==> src/rtl/mmad_pkg.sv <==
package mmad_pkg;

  typedef enum logic [4:0] {
    TGT_RAM     = 5'd0,
    TGT_BASIC   = 5'd1,
    TGT_PIA     = 5'd2,
    TGT_ACIA    = 5'd3,
    TGT_SCREEN  = 5'd4,
    TGT_COLOR   = 5'd5,
    TGT_STAT540 = 5'd6,
    TGT_HIRES   = 5'd7,
    TGT_AKBD    = 5'd8,
    TGT_XRAMD   = 5'd9,
    TGT_XRAME   = 5'd10,
    TGT_KBD     = 5'd11,
    TGT_KERNEL  = 5'd12,
    TGT_TAPE    = 5'd13,
    TGT_XRAMF   = 5'd14,
    TGT_CTL6    = 5'd15,
    TGT_CTL5    = 5'd16,
    TGT_NONE    = 5'd17
  } mmad_target_e;

  typedef enum logic [1:0] {
    SND_NONE = 2'd0,
    SND_542  = 2'd1,
    SND_600  = 2'd2
  } mmad_sound_e;

  typedef enum logic [2:0] {
    REG_RAM_TOP    = 3'd0,
    REG_FEATURES   = 3'd1,
    REG_MODE       = 3'd2,
    REG_SCREEN_WIN = 3'd3,
    REG_COLOR_WIN  = 3'd4,
    REG_ROM_BOTTOM = 3'd5,
    REG_TAPE_BASE  = 3'd6
  } mmad_reg_e;

  // Feature enable bit positions.
  localparam int unsigned FEAT_BASIC = 0;
  localparam int unsigned FEAT_FLOPPY = 1;
  localparam int unsigned FEAT_VIDEO = 2;
  localparam int unsigned FEAT_COLOR = 3;
  localparam int unsigned FEAT_AKBD = 4;
  localparam int unsigned FEAT_XRAMD = 5;
  localparam int unsigned FEAT_XRAME = 6;
  localparam int unsigned FEAT_XRAMF = 7;
  localparam int unsigned FEAT_CTL6 = 8;
  localparam int unsigned FEAT_CTL5 = 9;

  // Hires and sound mode codes; the reserved code 3 acts as none.
  // The hires codes are named after the window each one maps.
  localparam logic [1:0] HIRES_E000 = 2'd1;
  localparam logic [1:0] HIRES_8000 = 2'd2;
  localparam logic [1:0] SOUND_542B = 2'd1;
  localparam logic [1:0] SOUND_600 = 2'd2;

  localparam logic [15:0] RAM_TOP_RST = 16'h9FFF;
  localparam logic [9:0] FEATURES_RST = 10'h001;
  localparam logic [15:0] ROM_BOTTOM_RST = 16'hF000;
  localparam logic [15:0] TAPE_BASE_RST = 16'hF000;

  localparam int unsigned CFG_DATA_W = 32;
  localparam int unsigned CFG_INDEX_W = 3;

  typedef struct packed {
    logic [15:0] ram_top;
    logic [9:0]  features;
    logic [4:0]  mode;
    logic [15:0] scr_lo;
    logic [15:0] scr_hi;
    logic [15:0] col_lo;
    logic [15:0] col_hi;
    logic [15:0] rom_bottom;
    logic [15:0] tape_base;
  } mmad_cfg_t;

  typedef struct packed {
    logic         cmd;
    logic [15:0]  address;
    logic [7:0]   write_data;
  } mmad_req_t;

  typedef struct packed {
    mmad_sound_e  sound_side;
    logic [7:0]   data;
    logic [15:0]  offset;
    mmad_target_e target;
  } mmad_res_t;

endpackage

==> src/rtl/memory_map_access_decoder_core.sv <==
// Bus access decoder: classifies one CPU read or write into a target region,
// an offset into that region, a data byte and a sound side-effect flag.
// Input beats arrive on the s_axis channel: tuser carries the access kind
// (0 read, 1 write), tdata the address and the write byte. Results leave on
// m_axis as one 32-bit beat per input beat, in order.
// The block is a two-register pipeline: an accepted beat is held in the
// input register, decoded by one pass of compare logic from the live
// configuration, and captured in the result register, which offers it
// on m_axis; one beat per cycle is sustained when the receiver keeps
// tready high.
// When the receiver stalls, the result register holds its beat and the input
// register still takes one more beat; after that s_axis_tready drops until
// the result moves on.
// Reset empties both stages and loads the configuration registers with
// their defaults. The configuration channel is always ready and must only be
// written while no beats are in flight.
module memory_map_access_decoder_core (
  input  logic                              clk_i,
  input  logic                              rst_ni,
  input  logic                              s_axis_tvalid,
  output logic                              s_axis_tready,
  input  logic [23:0]                       s_axis_tdata,  // address[15:0], write_data[23:16]
  input  logic                              s_axis_tuser,  // cmd[0]
  output logic                              m_axis_tvalid,
  input  logic                              m_axis_tready,
  // target[4:0], offset[20:5], data[28:21], sound_side[30:29], zero[31]
  output logic [31:0]                       m_axis_tdata,
  input  logic                              cfg_valid_i,
  output logic                              cfg_ready_o,
  input  logic [mmad_pkg::CFG_INDEX_W-1:0]  cfg_index_i,
  input  logic [mmad_pkg::CFG_DATA_W-1:0]   cfg_data_i
);

  mmad_pkg::mmad_cfg_t cfg;
  mmad_pkg::mmad_req_t req_q, req_d;
  mmad_pkg::mmad_res_t res_q, res_d;
  logic                req_valid_q, req_valid_d;
  logic                res_valid_q, res_valid_d;
  logic                in_fire, res_load;

  assign cfg_ready_o = 1'b1;

  mmad_cfg_regs u_cfg (
    .clk_i       (clk_i),
    .rst_ni      (rst_ni),
    .cfg_valid_i (cfg_valid_i),
    .cfg_index_i (cfg_index_i),
    .cfg_data_i  (cfg_data_i),
    .cfg_o       (cfg)
  );

  mmad_decode u_decode (
    .req_i (req_q),
    .cfg_i (cfg),
    .res_o (res_d)
  );

  assign res_load      = !res_valid_q || m_axis_tready;
  assign s_axis_tready = !req_valid_q || res_load;
  assign in_fire       = s_axis_tvalid && s_axis_tready;

  always_comb begin
    req_d = req_q;
    if (in_fire) begin
      req_d.cmd        = s_axis_tuser;
      req_d.address    = s_axis_tdata[15:0];
      req_d.write_data = s_axis_tdata[23:16];
    end
    req_valid_d = in_fire || (req_valid_q && !res_load);
    res_valid_d = res_load ? req_valid_q : res_valid_q;
  end

  always_ff @(posedge clk_i or negedge rst_ni) begin
    if (!rst_ni) begin
      req_valid_q <= 1'b0;
      res_valid_q <= 1'b0;
    end else begin
      req_valid_q <= req_valid_d;
      res_valid_q <= res_valid_d;
    end
  end

  always_ff @(posedge clk_i) begin
    req_q <= req_d;
    if (res_load) begin
      res_q <= res_d;
    end
  end

  assign m_axis_tvalid = res_valid_q;
  assign m_axis_tdata  = {1'b0, res_q};

  // A sound side effect only comes with a keyboard page write.
  a_sound_kbd : assert property (@(posedge clk_i) disable iff (!rst_ni)
    (res_valid_q && res_q.sound_side != mmad_pkg::SND_NONE)
      |-> (res_q.target == mmad_pkg::TGT_KBD))
    else $error("sound side effect without keyboard target");

  // Extra RAM banks and the kernel see only a 4 KiB offset.
  a_bank_offset : assert property (@(posedge clk_i) disable iff (!rst_ni)
    (res_valid_q && (res_q.target == mmad_pkg::TGT_XRAMD || res_q.target == mmad_pkg::TGT_XRAME
      || res_q.target == mmad_pkg::TGT_XRAMF || res_q.target == mmad_pkg::TGT_KERNEL))
      |-> (res_q.offset[15:12] == 4'h0))
    else $error("bank offset out of range");

  // A held input beat moves into the result stage as soon as that stage frees up.
  a_pipe_advance : assert property (@(posedge clk_i) disable iff (!rst_ni)
    (req_valid_q && res_load) |=> res_valid_q)
    else $error("pipeline lost a beat");

endmodule

==> src/rtl/mmad_cfg_regs.sv <==
module mmad_cfg_regs (
  input  logic                                  clk_i,
  input  logic                                  rst_ni,
  input  logic                                  cfg_valid_i,
  input  logic [mmad_pkg::CFG_INDEX_W-1:0]      cfg_index_i,
  input  logic [mmad_pkg::CFG_DATA_W-1:0]       cfg_data_i,
  output mmad_pkg::mmad_cfg_t                   cfg_o
);

  mmad_pkg::mmad_cfg_t cfg_q, cfg_d;

  always_comb begin
    cfg_d = cfg_q;
    if (cfg_valid_i) begin
      unique case (mmad_pkg::mmad_reg_e'(cfg_index_i))
        mmad_pkg::REG_RAM_TOP:    cfg_d.ram_top = cfg_data_i[15:0];
        mmad_pkg::REG_FEATURES:   cfg_d.features = cfg_data_i[9:0];
        mmad_pkg::REG_MODE:       cfg_d.mode = cfg_data_i[4:0];
        mmad_pkg::REG_SCREEN_WIN: begin
          cfg_d.scr_lo = cfg_data_i[15:0];
          cfg_d.scr_hi = cfg_data_i[31:16];
        end
        mmad_pkg::REG_COLOR_WIN: begin
          cfg_d.col_lo = cfg_data_i[15:0];
          cfg_d.col_hi = cfg_data_i[31:16];
        end
        mmad_pkg::REG_ROM_BOTTOM: cfg_d.rom_bottom = cfg_data_i[15:0];
        mmad_pkg::REG_TAPE_BASE:  cfg_d.tape_base = cfg_data_i[15:0];
        default: ;
      endcase
    end
  end

  always_ff @(posedge clk_i or negedge rst_ni) begin
    if (!rst_ni) begin
      cfg_q.ram_top    <= mmad_pkg::RAM_TOP_RST;
      cfg_q.features   <= mmad_pkg::FEATURES_RST;
      cfg_q.mode       <= '0;
      cfg_q.scr_lo     <= '0;
      cfg_q.scr_hi     <= '0;
      cfg_q.col_lo     <= '0;
      cfg_q.col_hi     <= '0;
      cfg_q.rom_bottom <= mmad_pkg::ROM_BOTTOM_RST;
      cfg_q.tape_base  <= mmad_pkg::TAPE_BASE_RST;
    end else begin
      cfg_q <= cfg_d;
    end
  end

  assign cfg_o = cfg_q;

endmodule

==> src/rtl/mmad_decode.sv <==
module mmad_decode (
  input  mmad_pkg::mmad_req_t req_i,
  input  mmad_pkg::mmad_cfg_t cfg_i,
  output mmad_pkg::mmad_res_t res_o
);

  logic [15:0] a;
  logic        rd;
  logic [9:0]  f;
  logic [1:0]  hires;
  logic [1:0]  sound;
  logic [16:0] tape_end;
  logic        hit_basic, hit_pia, hit_acia, hit_xd, hit_xe, hit_xf, page_df;
  logic        hit_tape, hit_scr, hit_col;
  mmad_pkg::mmad_target_e vid_tgt;
  mmad_pkg::mmad_target_e tgt;
  logic [15:0] off;
  logic [1:0]  snd;

  assign a     = req_i.address;
  assign rd    = !req_i.cmd;
  assign f     = cfg_i.features;
  assign hires = cfg_i.mode[2:1];
  assign sound = cfg_i.mode[4:3];

  // The tape page does not wrap past the top of the address space.
  assign tape_end  = {1'b0, cfg_i.tape_base} + 17'h000FF;
  assign hit_tape  = (a >= cfg_i.tape_base) && ({1'b0, a} <= tape_end);
  assign hit_scr   = (a >= cfg_i.scr_lo) && (a <= cfg_i.scr_hi);
  assign hit_col   = (a >= cfg_i.col_lo) && (a <= cfg_i.col_hi);
  assign hit_basic = (a >= 16'hA000) && (a <= 16'hBFFF);
  assign hit_pia   = (a >= 16'hC000) && (a <= 16'hC003);
  assign hit_acia  = (a >= 16'hC010) && (a <= 16'hC011);
  assign hit_xd    = (a[15:12] == 4'hD);
  assign hit_xe    = (a[15:12] == 4'hE);
  assign hit_xf    = (a[15:12] == 4'hF);
  assign page_df   = (a[15:8] == 8'hDF);

  always_comb begin
    vid_tgt = mmad_pkg::TGT_NONE;
    if (f[mmad_pkg::FEAT_VIDEO]) begin
      priority if (hit_scr) begin
        vid_tgt = mmad_pkg::TGT_SCREEN;
      end else if (f[mmad_pkg::FEAT_COLOR] && hit_col) begin
        vid_tgt = mmad_pkg::TGT_COLOR;
      end else if (f[mmad_pkg::FEAT_COLOR] && rd && cfg_i.mode[0] && a == 16'hDE00) begin
        vid_tgt = mmad_pkg::TGT_STAT540;
      end else if (hires == mmad_pkg::HIRES_E000 && a >= 16'hE000 && a <= 16'hE7FF) begin
        vid_tgt = mmad_pkg::TGT_HIRES;
      end else if (hires == mmad_pkg::HIRES_8000 && a >= 16'h8000 && a <= 16'h9FFF) begin
        vid_tgt = mmad_pkg::TGT_HIRES;
      end else begin
        vid_tgt = mmad_pkg::TGT_NONE;
      end
    end
  end

  always_comb begin
    tgt = mmad_pkg::TGT_NONE;
    off = a;
    snd = mmad_pkg::SND_NONE;
    if (rd) begin
      priority if (a <= cfg_i.ram_top) begin
        tgt = mmad_pkg::TGT_RAM;
      end else if (f[mmad_pkg::FEAT_BASIC] && hit_basic) begin
        tgt = mmad_pkg::TGT_BASIC;
        off = a - 16'hA000;
      end else if (f[mmad_pkg::FEAT_FLOPPY] && hit_pia) begin
        tgt = mmad_pkg::TGT_PIA;
      end else if (f[mmad_pkg::FEAT_FLOPPY] && hit_acia) begin
        tgt = mmad_pkg::TGT_ACIA;
      end else if (vid_tgt != mmad_pkg::TGT_NONE) begin
        tgt = vid_tgt;
      end else if (f[mmad_pkg::FEAT_AKBD] && a == 16'hDF01) begin
        tgt = mmad_pkg::TGT_AKBD;
      end else if (f[mmad_pkg::FEAT_XRAMD] && hit_xd) begin
        tgt = mmad_pkg::TGT_XRAMD;
        off = {4'h0, a[11:0]};
      end else if (f[mmad_pkg::FEAT_XRAME] && hit_xe) begin
        tgt = mmad_pkg::TGT_XRAME;
        off = {4'h0, a[11:0]};
      end else if (page_df) begin
        tgt = mmad_pkg::TGT_KBD;
      end else if (a >= cfg_i.rom_bottom) begin
        // Kernel offset is relative to f000 even when the image starts lower.
        tgt = mmad_pkg::TGT_KERNEL;
        off = {4'h0, a[11:0]};
      end else if (hit_tape) begin
        tgt = mmad_pkg::TGT_TAPE;
      end else if (f[mmad_pkg::FEAT_XRAMF] && hit_xf) begin
        tgt = mmad_pkg::TGT_XRAMF;
        off = {4'h0, a[11:0]};
      end else begin
        tgt = mmad_pkg::TGT_NONE;
      end
    end else begin
      priority if (a <= cfg_i.ram_top) begin
        tgt = mmad_pkg::TGT_RAM;
      end else if (f[mmad_pkg::FEAT_FLOPPY] && hit_pia) begin
        tgt = mmad_pkg::TGT_PIA;
      end else if (f[mmad_pkg::FEAT_FLOPPY] && hit_acia) begin
        tgt = mmad_pkg::TGT_ACIA;
      end else if (vid_tgt != mmad_pkg::TGT_NONE) begin
        tgt = vid_tgt;
      end else if (f[mmad_pkg::FEAT_XRAMD] && hit_xd) begin
        tgt = mmad_pkg::TGT_XRAMD;
        off = {4'h0, a[11:0]};
      end else if (f[mmad_pkg::FEAT_XRAME] && hit_xe) begin
        tgt = mmad_pkg::TGT_XRAME;
        off = {4'h0, a[11:0]};
      end else if (f[mmad_pkg::FEAT_CTL6] && a == 16'hD800) begin
        tgt = mmad_pkg::TGT_CTL6;
      end else if (f[mmad_pkg::FEAT_CTL5] && a == 16'hDE00) begin
        tgt = mmad_pkg::TGT_CTL5;
      end else if (page_df) begin
        // Keyboard page writes may also drive a sound DAC or tone.
        tgt = mmad_pkg::TGT_KBD;
        if (sound == mmad_pkg::SOUND_600) begin
          snd = mmad_pkg::SND_600;
        end else if (sound == mmad_pkg::SOUND_542B && a == 16'hDF01) begin
          snd = mmad_pkg::SND_542;
        end
      end else if (hit_tape) begin
        tgt = mmad_pkg::TGT_TAPE;
      end else if (f[mmad_pkg::FEAT_XRAMF] && hit_xf) begin
        tgt = mmad_pkg::TGT_XRAMF;
        off = {4'h0, a[11:0]};
      end else begin
        tgt = mmad_pkg::TGT_NONE;
      end
    end
  end

  always_comb begin
    res_o.target     = tgt;
    res_o.offset     = off;
    res_o.sound_side = mmad_pkg::mmad_sound_e'(snd);
    if (!rd) begin
      res_o.data = req_i.write_data;
    end else if (tgt == mmad_pkg::TGT_NONE) begin
      res_o.data = a[15:8];
    end else begin
      res_o.data = 8'h00;
    end
  end

endmodule

==> config.mk <==
export PLATFORM = sky130hd
export DESIGN_NAME = memory_map_access_decoder_core
export DESIGN_NICKNAME = d
export VERILOG_FILES = /design/src/rtl/mmad_pkg.sv /design/src/rtl/memory_map_access_decoder_core.sv /design/src/rtl/mmad_cfg_regs.sv /design/src/rtl/mmad_decode.sv
export SDC_FILE = /design/constraint.sdc
export NUM_CORES = 1
export LEC_CHECK = 0
export ABC_CLOCK_PERIOD_IN_PS = 4630
export BUFFER_PORTS_ARGS = -buffer_cell sky130_fd_sc_hd__buf_4
export CAP_MARGIN = 20
export CORE_MARGIN = 4
export CORE_UTILIZATION = 60
export DETAILED_ROUTE_END_ITERATION = 16
export GPL_ROUTABILITY_DRIVEN = 0
export HOLD_SLACK_MARGIN = 0.03
export PLACE_DENSITY = 0.8
export SETUP_SLACK_MARGIN = 0.2
export SYNTH_ARGS = -nofsm -noshare
export SYNTH_HDL_FRONTEND = slang
export SYNTH_SLANG_ARGS = --single-unit
==> constraint.sdc <==
create_clock -name clk_i -period 4.63 [get_ports clk_i]
set_input_delay 0.463 -clock clk_i [delete_from_list [all_inputs] [get_ports clk_i]]
set_output_delay 0.463 -clock clk_i [all_outputs]
set_load 0.02 [all_outputs]
## After elaboration in Yosys (flattened, before gate mapping)

Cells that the tools add are included.

| cells by class | value |
|---|---|
| reductions and logical operators | 43 |
| equal/unequal tests | 19 |
| bitwise logic cells | 2 |
| $lt $le $gt $ge | 18 |
| add/subtract/negate cells | 2 |
| mux-type cells | 54 |

Operators by type and width:

| operator | number |
|---|---|
| $mux 16 | 22 |
| $mux 5 | 28 |
| $ge 16x16->1 const B | 5 |
| $le 16x16->1 const B | 5 |
| $ge 16x16->1 | 4 |
| $eq 16x16->1 const B | 3 |
| $le 16x16->1 | 3 |
| $logic_and 1x1->1 | 26 |
| $add 16x8->17 const B | 1 |
| $le 16x17->1 | 1 |
| $mux 8 | 2 |
| $sub 16x16->16 const B | 1 |
| $reduce_and 2->1 | 7 |
| $eq 4x4->1 const B | 3 |
| $reduce_or 11->1 | 1 |
| $reduce_or 10->1 | 1 |
| $eq 3x3->1 const B | 3 |
| $eq 8x8->1 const B | 1 |
| $eq 3x2->1 const B | 2 |
| $eq 5x5->1 const B | 1 |
| $ne 5x5->1 const B | 1 |
| $eq 2x1->1 const B | 2 |
| $eq 2x2->1 const B | 2 |
| $logic_not 1->1 | 4 |
| 6 further kinds | 9 |

| word-level totals | value |
|---|---|
| logic and storage cells | 157 |
| flip-flop bits (word level) | 185 |
| output and inout port bits | 35 |

## Longest topological paths before layout

| depth | value |
|---|---|
| depth after elaboration | 19 |
| mapped depth | 15 |

## Hierarchy

Synthesis repeated with hierarchy kept, for this count alone.

| second synthesis, totals | value |
|---|---|
| cell total of the unflattened synthesis | 955 |
| area, all modules | 11,108.2 um^2 |

Modules (own cells, without submodules):

| module | cells each | sequential area each (um^2) | times used | area an instance (um^2) |
|---|---|---|---|---|
| mmad_cfg_regs | 276 | 3,206.8 | 1 | 4,888.4 |
| mmad_decode | 612 | 0.0 | 1 | 4,418.0 |
| memory_map_access_decoder_core | 67 | 1,731.7 | 1 | 1,801.7 |

## Worst setup path after synthesis

OpenSTA, ideal clock, no wires.

| path | value |
|---|---|
| kind | flip-flop to flip-flop |
| start point | register u_cfg.cfg_q, in the netlist u_cfg.cfg_o[2] |
| end point | register res_q, in the netlist m_axis_tdata[0], data pin |
| library setup time | 146 ps |
| data arrival time | 3,221 ps |
| cell stages (with the launch flop) | 13 |
| path buffers | 0 |
| data required time | 4,484 ps |
| slack | 1,262 ps |
| path through | dfrtp_1 -> nor4_4 -> a41oi_2 -> nand3_1 -> xnor2_1 -> ha_1 -> a21o_1 -> a211o_2 -> o41ai_2 -> a21boi_2 -> o31a_1 -> or4_1 -> a21oi_1 |

RTL lines:

| what | RTL line | RTL |
|---|---|---|
| from (decl) | mmad_cfg_regs.sv:10 | `mmad_pkg::mmad_cfg_t cfg_q, cfg_d;` |
| from (signal assigned) | mmad_cfg_regs.sv:46 | `cfg_q <= cfg_d;` |
| to (signal assigned) | memory_map_access_decoder_core.sv:86 | `res_q <= res_d;` |
| to (decl) | memory_map_access_decoder_core.sv:36 | `mmad_pkg::mmad_res_t res_q, res_d;` |

==> results.json <==
{
  "outcome": "complete, no violations",
  "synthArstFlopShare": 0.697,
  "clock_latency_ns": 0.44,
  "worst_clock_skew_ns": 0.0162,
  "die_y_um": 142,
  "antenna_found_initial": 1,
  "crit_required_ns": 4.93,
  "synth_top_family_by_area": "adder cells",
  "slew_violations": 0,
  "leakage_nw": 5.64,
  "rsz0062_at_grt": "false",
  "synthFlopType": "dfrtp_1",
  "synth_compound_gate_area_share": 0.123,
  "yosysTopAreaCell": "dfrtp_1",
  "synth.most_common_cell": "ha_1",
  "maxCapViolations": 0,
  "finalSetupViolations": 0,
  "nNetsFinal": 1302,
  "slew_headroom": 0.287,
  "h-tree-depth": 4,
  "via_per_inst": 6.09,
  "worst_slack_ns": 0.843,
  "grt_max_degree": 65,
  "synth-seq-area-share": 0.459,
  "dieWidth_um": 142,
  "r2r_slack_ns": 0.84,
  "peakVddDrop_uv": 457,
  "drt_drc_violations_left": 0,
  "cp-end-kind": "register",
  "cts-root-buf": "clkbuf_16",
  "grt_use_total": 0.276,
  "ys_types": 75,
  "fin_tns_setup_ns": 0,
  "numCtsBuffers": 17,
  "cts_tree": "done",
  "syn_area_per_cell_um2": 10.8,
  "wire_per_inst_um": 20.2,
  "cts.repair.resized": 0,
  "synth-edff-count": 56,
  "clk_pin_slew_ns": 0.09,
  "ant_nets": 0,
  "yosys_warnings": 0,
  "hpwl_mm": 19.3,
  "drive_gt1_frac": 0.242,
  "numPortBuffers": 97,
  "io_pins": 100,
  "reg2reg_from": "u_cfg.cfg_o[0]",
  "synth-xor-area-share": 0.0114,
  "synth_top_area_frac": 0.246,
  "ff2ff_path_depth": 13,
  "clockBufferDepth": 2,
  "overflow": 0,
  "numClockSinks": 185,
  "syn2layout_area_growth_pct": 15.4,
  "layout_min_cycle_time_ns": 3.79,
  "crit_arrival_ns": 4.08,
  "routed_wirelength_mm": 27.2,
  "grt_pass1_wl_mm": 43.1,
  "power_density_mw_per_mm2": 419,
  "coreArea_mm2": 0.0174,
  "fin_crit_sh": 0.818,
  "finalHoldViolCount": 0,
  "drt-initial-drc-count": 729,
  "pre_cts_ws_ns": 0.951,
  "synth_area_leaders": "dfrtp_1 25%, edfxtp_1 16%, ha_1 15%, mux2_2 8.6%, dfstp_2 5.6%",
  "worstSetupPathType": "reg2reg",
  "timing.fmax_mhz": 264,
  "synthAdderAreaFrac": 0.153,
  "ys_ff_latch": 185,
  "cts_setup_buffers": 0,
  "postSynthCellCount": 996,
  "num_vias": 8184,
  "crit_path_start_kind": "register",
  "reg2reg_to": "m_axis_tdata[0]",
  "synthesis.nets": 1193,
  "yosys.area_share.simple": 0.115,
  "cts_hold_buf": 0,
  "num-fill-cells": 1249,
  "worstPathMaxFanout": 7,
  "hp-class": "in2async",
  "syn_area_mm2": 0.0108,
  "tightest_slew_ns": 1.07,
  "drt_pass1_iterations": 6,
  "synth_mux_area_frac": 0.0857,
  "initial_core_util": 0.618,
  "grt_pass1_vias": 8328,
  "fp-row-count": 48,
  "dieArea_mm2": 0.0202,
  "synthTopCellsByCount": "132 x ha_1, 120 x inv_1, 106 x dfrtp_1"
}
-- registers in the layout, summed over array words and instances, names as in the netlist --
register	count
m_axis_tvalid	1
req_valid_q	1
req_q	25
u_cfg.cfg_o	127
m_axis_tdata	31
-- kinds of logic (layout without fill, tap and decap cells) --
group | Yosys count | after routing
AO/OA/AOI/OAI | 201 | 201
XOR/XNOR | 14 | 14
flip-flops | 185 | 185
multiplexers | 82 | 82
adder cells (fa/ha/maj) | 132 | 132
other | 2 | 3
AND/OR/NAND/NOR | 236 | 236
buffers and inverters | 144 | 266
-- routing by layer --
metal,GRT usage,share of wire
met3,0.0605,0.079
met4,0.114,0.037
met1,0.363,0.42
met5,0,0
met2,0.447,0.47
-- area by class of cell --
cell class                 instances  area (µm²)  area share
tap                              225         282      0.0226
inverter                         120         450      0.0362
clock buffer                      17         425      0.0342
multi-input combinational        667        5280       0.425
sequential                       185        4940       0.397
clock inverter                    15         194      0.0156
timing repair buffer             114         856      0.0688
antenna                            1        2.50    0.000201
-- placed cells by master, fill, tap and decap left out, drive strengths merged, types with 6 or more instances in the layout --
master,Yosys,layout
o211ai,7,7
nor2,26,26
a22o,7,7
inv,120,131
nor4,12,12
buf,6,114
dfstp,23,23
dfrtp,106,106
edfxtp,56,56
nand2,86,86
o21ai,66,66
a21oi,50,50
nand3,18,18
and3,8,8
clkbuf,18,17
nor3,14,14
a21o,10,10
and2,6,6
xnor2,14,14
mux2,82,82
a211oi,11,11
ha,132,132
nand2b,8,8
nand4,24,24
-- per-stage QoR --
stage,power (mW),area [µm²],hold WS [ns],cells,utilization
3_5_place_dp,3.69,11800,0.465,1311,0.678
5_1_grt,5.51,12400,0.165,1343,0.714
2_1_floorplan,3.21,10800,0.167,996,-
3_3_place_gp,3.62,11800,0.443,1311,0.678
4_1_cts,5.21,12400,0.148,1343,0.714
6_report,5.21,12400,0.122,1344,0.714
-- critical path, cell delays in order (launching register included) --
cell      delay (ns)
dfrtp_1         0.40
inv_1           0.10
ha_1            0.27
a41oi_2         0.29
nand3_1         0.15
xnor2_1         0.18
ha_1            0.28
a21o_1          0.21
a211o_2         0.34
o41ai_2         0.35
a21boi_2        0.18
o31a_1          0.32
or4_1           0.40
a21oi_1         0.16
-- how the worst max path moves through the flow --
stage	start	endpoint	slack (ns)	cells after the start
final	u_cfg.cfg_o[0]	m_axis_tdata[0]	0.84	13
after CTS	u_cfg.cfg_o[0]	m_axis_tdata[0]	0.89	13
after floorplan	u_cfg.cfg_o[2]	m_axis_tdata[0]	1.26	12
after global placement	u_cfg.cfg_o[2]	m_axis_tdata[0]	1.01	12
after global routing	u_cfg.cfg_o[2]	m_axis_tdata[0]	0.69	12
after detailed placement	u_cfg.cfg_o[2]	m_axis_tdata[0]	0.95	12
-- report_power, final --
group	total (mW)	switching, mW	internal (mW)
logic	1.49	0.820	0.668
registers	2.20	0.184	2.02
clock network	1.52	0.770	0.751
total	5.21	1.77	3.44
Note: power is estimated with default switching activity, not from simulation.
